### config.mk
export PLATFORM = sky130hd
export DESIGN_NAME = lateral_zmp_autocal_core
export DESIGN_NICKNAME = d
export VERILOG_FILES = /design/src/rtl/core/lza_pkg.sv /design/src/rtl/core/lza_divider.sv /design/src/rtl/core/lza_lane.sv /design/src/rtl/core/lza_merge.sv /design/src/rtl/core/lateral_zmp_autocal_core.sv
export VERILOG_INCLUDE_DIRS = /design/src /design/src/rtl/core
export SDC_FILE = /design/constraint.sdc
export NUM_CORES = 2
export LEC_CHECK = 0
export ABC_CLOCK_PERIOD_IN_PS = 28600
export BUFFER_PORTS_ARGS = -buffer_cell sky130_fd_sc_hd__buf_2
export CAP_MARGIN = 20
export CORE_MARGIN = 2
export CORE_UTILIZATION = 58
export CTS_CLUSTER_SIZE = 14
export DETAILED_ROUTE_END_ITERATION = 16
export PLACE_DENSITY_LB_ADDON = 0.1
export SYNTH_ARGS = -nofsm -noshare
export SYNTH_HDL_FRONTEND = slang
export SYNTH_HIERARCHICAL = 1
export SYNTH_SLANG_ARGS = --single-unit
### constraint.sdc
create_clock -name clk -period 28.6 [get_ports clk]
set_input_delay 0 -clock clk [delete_from_list [all_inputs] [get_ports clk]]
set_output_delay 0 -clock clk [all_outputs]
set_load 0.05 [all_outputs]
### src/rtl/core/lateral_zmp_autocal_core_assert.svh
// assertion macros for the lateral zmp core
`ifndef LATERAL_ZMP_AUTOCAL_CORE_ASSERT_SVH
`define LATERAL_ZMP_AUTOCAL_CORE_ASSERT_SVH
// implication check under synchronous reset
`define LZA_ASSERT_IMP(label, ante, cons) \
  label: assert property (@(posedge clk) disable iff (rst) (ante) |-> (cons)) \
    else $error("lateral zmp check failed");
// next-cycle implication check under synchronous reset
`define LZA_ASSERT_NXT(label, ante, cons) \
  label: assert property (@(posedge clk) disable iff (rst) (ante) |=> (cons)) \
    else $error("lateral zmp check failed");
`endif

### src/rtl/core/lza_pkg.sv
// ----------------------------------------------------------------------------
// lza_pkg
// shared constants and types for the lateral zmp core
// ----------------------------------------------------------------------------
package lza_pkg;
  localparam int NumSensors    = 8;
  localparam int ReadingWidth  = 16;
  localparam int RatioFracBits = 14;
  localparam int TotalOutWidth = 27;
  localparam int ZmpWidth      = 18;
  localparam logic [15:0] MaxReset = 16'd102;
  localparam logic [15:0] CapReset = 16'd5120;
  localparam int WeightWide    = 83886;
  localparam int WeightNarrow  = 31457;

  typedef enum logic [1:0] {
    ST_IDLE,
    ST_LANES,
    ST_MERGE,
    ST_OUT
  } state_t;

  // lateral weight of a sensor, left positive
  function automatic logic signed [17:0] lateral_weight(input logic [2:0] idx);
    logic signed [17:0] w;
    case (idx)
      3'd0, 3'd2: w = 18'(WeightWide);
      3'd1, 3'd3: w = 18'(WeightNarrow);
      3'd4, 3'd6: w = -18'(WeightNarrow);
      default:    w = -18'(WeightWide);
    endcase
    return w;
  endfunction
endpackage

### src/rtl/core/lza_divider.sv
// ----------------------------------------------------------------------------
// lza_divider
// unsigned restoring divider, one quotient bit per cycle
// ----------------------------------------------------------------------------
module lza_divider #(
  parameter int NumWidth = 30,
  parameter int DenWidth = 16
) (
  input  logic                clk,
  input  logic                rst,
  input  logic                start,
  input  logic [NumWidth-1:0] numer,
  input  logic [DenWidth-1:0] denom,
  output logic                busy,
  output logic                done,
  output logic [NumWidth-1:0] quot
);
  localparam int CntWidth = $clog2(NumWidth + 1);

  logic [DenWidth-1:0] den;
  logic [DenWidth:0]   rem;
  logic [CntWidth-1:0] cnt;
  logic [DenWidth:0]   shifted;
  logic [DenWidth:0]   diff;

  assign shifted = {rem[DenWidth-1:0], quot[NumWidth-1]};
  assign diff    = shifted - {1'b0, den};

  always_ff @(posedge clk) begin
    if (rst) begin
      busy <= 1'b0;
      done <= 1'b0;
      cnt  <= '0;
    end else begin
      done <= 1'b0;
      if (start) begin
        busy <= 1'b1;
        cnt  <= CntWidth'(NumWidth);
      end else if (busy) begin
        cnt <= cnt - 1'b1;
        if (cnt == CntWidth'(1)) begin
          busy <= 1'b0;
          done <= 1'b1;
        end
      end
    end
  end

  always_ff @(posedge clk) begin
    if (start) begin
      quot <= numer;
      rem  <= '0;
      den  <= (denom == '0) ? DenWidth'(1) : denom;
    end else if (busy) begin
      if (!diff[DenWidth]) begin
        rem  <= diff;
        quot <= {quot[NumWidth-2:0], 1'b1};
      end else begin
        rem  <= shifted;
        quot <= {quot[NumWidth-2:0], 1'b0};
      end
    end
  end
endmodule

### src/rtl/core/lza_lane.sv
// ----------------------------------------------------------------------------
// lza_lane
// one sensor: running maximum update and serial ratio division
// ----------------------------------------------------------------------------
module lza_lane #(
  parameter int RatioFracBits = lza_pkg::RatioFracBits
) (
  input  logic                                clk,
  input  logic                                rst,
  input  logic                                start,
  input  logic [15:0]                         reading,
  input  logic [15:0]                         cap,
  output logic                                done,
  output logic [16+RatioFracBits-1:0]         ratio
);
  localparam int NumWidth = 16 + RatioFracBits;

  logic [15:0] maximum;
  logic [15:0] max_next;
  logic        busy;

  always_comb begin
    max_next = maximum;
    if (maximum < reading && maximum < cap) max_next = reading;
  end

  always_ff @(posedge clk) begin
    if (rst) begin
      maximum <= lza_pkg::MaxReset;
    end else if (start) begin
      maximum <= max_next;
    end
  end

  lza_divider #(.NumWidth(NumWidth), .DenWidth(16)) u_div (
    .clk   (clk),
    .rst   (rst),
    .start (start),
    .numer ({reading, {RatioFracBits{1'b0}}}),
    .denom (max_next),
    .busy  (busy),
    .done  (done),
    .quot  (ratio)
  );

  `include "lateral_zmp_autocal_core_assert.svh"
  `LZA_ASSERT_NXT(a_max_never_falls, start, maximum >= $past(maximum))
  `LZA_ASSERT_IMP(a_max_nonzero, 1'b1, maximum != 16'd0)
  `LZA_ASSERT_NXT(a_start_busy, start, busy)
endmodule

### src/rtl/core/lza_merge.sv
// ----------------------------------------------------------------------------
// lza_merge
// accumulates lane ratios and moments, then divides moment by total unless total is zero
// ----------------------------------------------------------------------------
module lza_merge #(
  parameter int RatioFracBits = lza_pkg::RatioFracBits
) (
  input  logic                                          clk,
  input  logic                                          rst,
  input  logic                                          start,
  input  logic [lza_pkg::NumSensors-1:0][16+RatioFracBits-1:0] ratios,
  output logic                                          done,
  output logic signed [lza_pkg::ZmpWidth-1:0]           zmp,
  output logic [lza_pkg::TotalOutWidth-1:0]             total_sat,
  output logic                                          nonzero
);
  localparam int RW = 16 + RatioFracBits;
  localparam int TW = RW + 3;
  localparam int MW = TW + 18;

  logic [2:0]           idx;
  logic                 accum;
  logic [TW-1:0]        total;
  logic signed [MW-1:0] moment;
  logic signed [RW+18:0] prod;
  logic                 div_start;
  logic                 div_busy;
  logic                 div_done;
  logic [MW-1:0]        quot;
  logic [MW-1:0]        mag;
  logic                 neg;
  logic [MW-1:0]        sq;

  assign prod = $signed({1'b0, ratios[idx]}) * lza_pkg::lateral_weight(idx);
  assign mag  = moment[MW-1] ? MW'(-moment) : MW'(moment);

  always_ff @(posedge clk) begin
    if (rst) begin
      accum     <= 1'b0;
      idx       <= '0;
      div_start <= 1'b0;
      done      <= 1'b0;
    end else begin
      div_start <= 1'b0;
      done      <= 1'b0;
      if (start) begin
        accum <= 1'b1;
        idx   <= '0;
      end else if (accum) begin
        idx <= idx + 1'b1;
        if (idx == 3'd7) begin
          accum <= 1'b0;
          if (total + TW'(ratios[idx]) == '0) done <= 1'b1;
          else div_start <= 1'b1;
        end
      end
      if (div_done) done <= 1'b1;
    end
  end

  always_ff @(posedge clk) begin
    if (start) begin
      total  <= '0;
      moment <= '0;
    end else if (accum) begin
      total  <= total + TW'(ratios[idx]);
      moment <= moment + MW'(prod);
    end
    if (div_start) neg <= moment[MW-1];
  end

  lza_divider #(.NumWidth(MW), .DenWidth(TW)) u_div (
    .clk   (clk),
    .rst   (rst),
    .start (div_start),
    .numer (mag),
    .denom (total),
    .busy  (div_busy),
    .done  (div_done),
    .quot  (quot)
  );

  assign sq        = neg ? -quot : quot;
  assign nonzero   = total != '0;
  assign zmp       = nonzero ? sq[lza_pkg::ZmpWidth-1:0] : '0;
  assign total_sat = (total > TW'({lza_pkg::TotalOutWidth{1'b1}}))
                     ? {lza_pkg::TotalOutWidth{1'b1}}
                     : lza_pkg::TotalOutWidth'(total);

  `include "lateral_zmp_autocal_core_assert.svh"
  `LZA_ASSERT_IMP(a_no_overlap, div_busy, !accum)
  `LZA_ASSERT_IMP(a_done_excl, div_done, !accum)
endmodule

### src/rtl/core/lateral_zmp_autocal_core.sv
// ----------------------------------------------------------------------------
// lateral_zmp_autocal_core
// lateral zero moment point from eight self-calibrating foot force sensors
// ----------------------------------------------------------------------------
// channel   | dir | fields
// s_axis    | in  | tdata: eight 16-bit readings, lfl in lowest bits
// m_axis    | out | tdata: zmp_lateral[17:0], total_pressure[44:18], pressure_valid[45]
// cfg       | in  | cfg_wr_en / cfg_wr_data: calibration cap
//
// eight lanes divide in parallel; merge then sums the eight ratios and moments in turn
// and divides moment by total
// nonzero total: the result follows the lane divides, the merge sum and the merge divide
// zero total skips the merge divide
// one item at a time; s_axis_tready is low until the result is taken
// output register holds the result while m_axis_tready is low
// synchronous active-high reset restores maxima to 0.1 kg and cap to 5.0 kg
module lateral_zmp_autocal_core #(
  parameter int RatioFracBits = lza_pkg::RatioFracBits
) (
  input  logic         clk,
  input  logic         rst,
  input  logic         s_axis_tvalid,
  output logic         s_axis_tready,
  input  logic [127:0] s_axis_tdata,  // lfl, lfr, lrl, lrr, rfl, rfr, rrl, rrr
  output logic         m_axis_tvalid,
  input  logic         m_axis_tready,
  output logic [47:0]  m_axis_tdata,  // zmp_lateral, total_pressure, pressure_valid
  input  logic         cfg_wr_en,
  input  logic [15:0]  cfg_wr_data
);
  localparam int RW = 16 + RatioFracBits;

  lza_pkg::state_t state, state_next;
  logic [15:0] cap;
  logic        start;
  logic        merge_start;
  logic        merge_done;
  logic [lza_pkg::NumSensors-1:0] lane_done;
  logic [lza_pkg::NumSensors-1:0][RW-1:0] ratios;
  logic signed [lza_pkg::ZmpWidth-1:0] zmp;
  logic [lza_pkg::TotalOutWidth-1:0] total_sat;
  logic nonzero;

  // calibration cap register
  always_ff @(posedge clk) begin
    if (rst) cap <= lza_pkg::CapReset;
    else if (cfg_wr_en) cap <= cfg_wr_data;
  end

  assign start         = s_axis_tvalid && s_axis_tready;
  assign s_axis_tready = (state == lza_pkg::ST_IDLE);
  assign m_axis_tvalid = (state == lza_pkg::ST_OUT);
  assign merge_start   = (state == lza_pkg::ST_LANES) && lane_done[0];

  always_ff @(posedge clk) begin
    if (rst) state <= lza_pkg::ST_IDLE;
    else state <= state_next;
  end

  always_comb begin
    state_next = state;
    unique case (state)
      lza_pkg::ST_IDLE:  if (start) state_next = lza_pkg::ST_LANES;
      lza_pkg::ST_LANES: if (lane_done[0]) state_next = lza_pkg::ST_MERGE;
      lza_pkg::ST_MERGE: if (merge_done) state_next = lza_pkg::ST_OUT;
      lza_pkg::ST_OUT:   if (m_axis_tready) state_next = lza_pkg::ST_IDLE;
      default:           state_next = lza_pkg::ST_IDLE;
    endcase
  end

  // sensor lanes
  for (genvar i = 0; i < lza_pkg::NumSensors; i++) begin : g_lane
    lza_lane #(.RatioFracBits(RatioFracBits)) u_lane (
      .clk     (clk),
      .rst     (rst),
      .start   (start),
      .reading (s_axis_tdata[16*i +: 16]),
      .cap     (cap),
      .done    (lane_done[i]),
      .ratio   (ratios[i])
    );
  end

  lza_merge #(.RatioFracBits(RatioFracBits)) u_merge (
    .clk       (clk),
    .rst       (rst),
    .start     (merge_start),
    .ratios    (ratios),
    .done      (merge_done),
    .zmp       (zmp),
    .total_sat (total_sat),
    .nonzero   (nonzero)
  );

  // merge results hold until next start, so they serve as the output register
  assign m_axis_tdata = {2'b00, nonzero, total_sat, zmp};

  `include "lateral_zmp_autocal_core_assert.svh"
  `LZA_ASSERT_IMP(a_lanes_lockstep, lane_done[0], lane_done == '1)
  `LZA_ASSERT_NXT(a_out_holds, m_axis_tvalid && !m_axis_tready, $stable(m_axis_tdata))
  `LZA_ASSERT_IMP(a_zero_total, m_axis_tvalid && !m_axis_tdata[45], m_axis_tdata[17:0] == '0)
endmodule

==> results.ini <==
[job]
drv_cap=0

[global_routing]
grt_pass1_wl_um=340000
grt_max_degree=162
antenna_found_initial=5
grt-ovfl-total=0
gr-usage-all-layers=0.315
grt_pass1_vias=60000

[clock_tree]
cts_root_buffer=clkbuf_16
clock-sinks=907
htreeDepth=3
clock_latency_ns=0.75
cts.clk_slew.worst_paths_ns=0.06
ctsResizeCount=0
cts_buffers=104
cts_buffer_depth=3
cts_tree=yes

[floorplan]
die-area_um2=138000
die_w_um=371
initial_core_util=0.585
fp-row-count=134
core_area_um2=134000
die_y_um=371
num_io_pins=199

[logic_synthesis]
synthCells=8012
postSynthAreaPerCell_um2=9.76
netlist_area_um2=78200
yosysWarnings=6

[sta]
timing_hold_violations_final=0
rsz0062_at_grt=no
min_period_ns=10.09
skew_ns=0.0689
setup_violations=0
slew_violations=0
fin_setup_tns_ns=0
tightest_slew_ns=1.22
max_freq_mhz=99.1
slew_headroom=0.183
finalCritPeriodShare=0.353
setup_ws_ns=18.51

[worst_setup_path]
arrival_ns=10.63
worstPathMaxFanout=38
slowest_delay_ns=0.72
worstSetupPathType=flip-flop to flip-flop
startpoint_type=flip-flop
cp_common_cell=fa_1
r2r_slack_ns=18.51
slowest_stage=dfxtp_4
cp-end-kind=flip-flop
cp_data_required_time_ns=29.14

[placed_design]
place.detailed.hpwl_um=166000
pre_cts_ws_ns=18.64
io_buffers=196
gp_congestion=0.982
dpl_cell_area_um2=80000

[routing]
drc=0
routed_wl_um=218000
via_per_inst=5.88
vias=59600
routedWlPerCell_um=21.5
dr.first_iter.drc_count=4605
postRouteAntennaNets=0
dr.pass1.iters=8

[final_layout]
post-route-cell-area_um2=86200
layout-drive-gt1-share=0.136
nNetsFinal=9569
area_delta_synth_final_pct=10.3

[run_status]
status=finished, final reports clean

[worst_hold_path]
hold_path_class=input port to flip-flop

## routing by layer
layer  global-route usage  vias up  routed length [um]
met1                0.419    29300               94500
met5                    0        -                  13
met4                0.102        2                7660
li1                     -    28100                   -
met3               0.0454      349               12700
met2                0.528     1770              103000
## layout make-up
class | instances | area, um2
multi-input combinational | 5686 | 49600
inverter | 1073 | 4030
tap | 1768 | 2210
clock buffer | 144 | 2950
fill | 10900 | 47400
sequential | 907 | 22700
clock inverter | 54 | 737
timing repair buffer | 505 | 3970
antenna | 4 | 10.0
## path summary, 6_finish.rpt
path,endpoint,from,cells past startpoint
hold reg to reg,g_lane[4].u_lane/u_div/rem[1],g_lane[4].u_lane/u_div/rem[1],2
hold / removal,g_lane[6].u_lane/maximum[9],s_axis_tdata[105],4
setup reg to reg,u_merge/moment[48],u_merge/idx[0],29
setup / recovery,u_merge/moment[48],u_merge/idx[0],29
## flip-flops by register name (all words and copies together), names as in the netlist
register / cells
cap: 16
u_merge/total: 33
g_lane.u_lane/u_div/cnt: 40
u_merge/accum: 1
u_merge/u_div/cnt: 6
u_merge/u_div/done: 1
g_lane.u_lane/maximum: 128
g_lane.u_lane/u_div/den: 128
u_merge/u_div/busy: 1
u_merge/done: 1
u_merge/u_div/den: 33
g_lane.u_lane/u_div/quot: 240
state: 2
u_merge/idx: 3
g_lane.u_lane/u_div/done: 1
u_merge/u_div/quot: 51
u_merge/u_div/rem: 33
u_merge/div_start: 1
u_merge/moment: 51
g_lane.u_lane/u_div/busy: 8
u_merge/neg: 1
g_lane.u_lane/u_div/rem: 128
## worst max-delay path: cells and delay by family (launching register included)
| family | cells | cell delay, ns |
|---|---|---|
| AO/OA/AOI/OAI | 5 | 1.54 |
| adder cells (fa/ha/maj) | 9 | 4.19 |
| buffers and inverters | 8 | 1.87 |
| flip-flops | 1 | 0.72 |
| AND/OR/NAND/NOR | 7 | 1.49 |
## cell usage in the layout (no fill, tap or decap), drive strengths merged, types with 294 or more instances in the layout
cell,n
inv,1079
nand2b,294
ha,685
fa,458
mux2,413
nor2,640
dfxtp,454
nand2,387
a21oi,338
edfxtp,453
## metrics by stage
step,hold WS (ns),util,instances
after global placement,0.210,0.599,9687
final,0.127,0.645,10100
after global routing,0.119,0.645,10100
after floorplan,0.0691,-,8117
after CTS,0.0601,0.645,10100
after detailed placement,0.218,0.599,9688
## what timing repair did
item                                   CTS  global route
endpoints found under the hold margin  442             0
buffers inserted                         0             0
hold buffers                           249             0
Power is left out: the tool's default activity adds up to more than one toggle a clock period on the data nets, which glitch-free logic cannot reach.
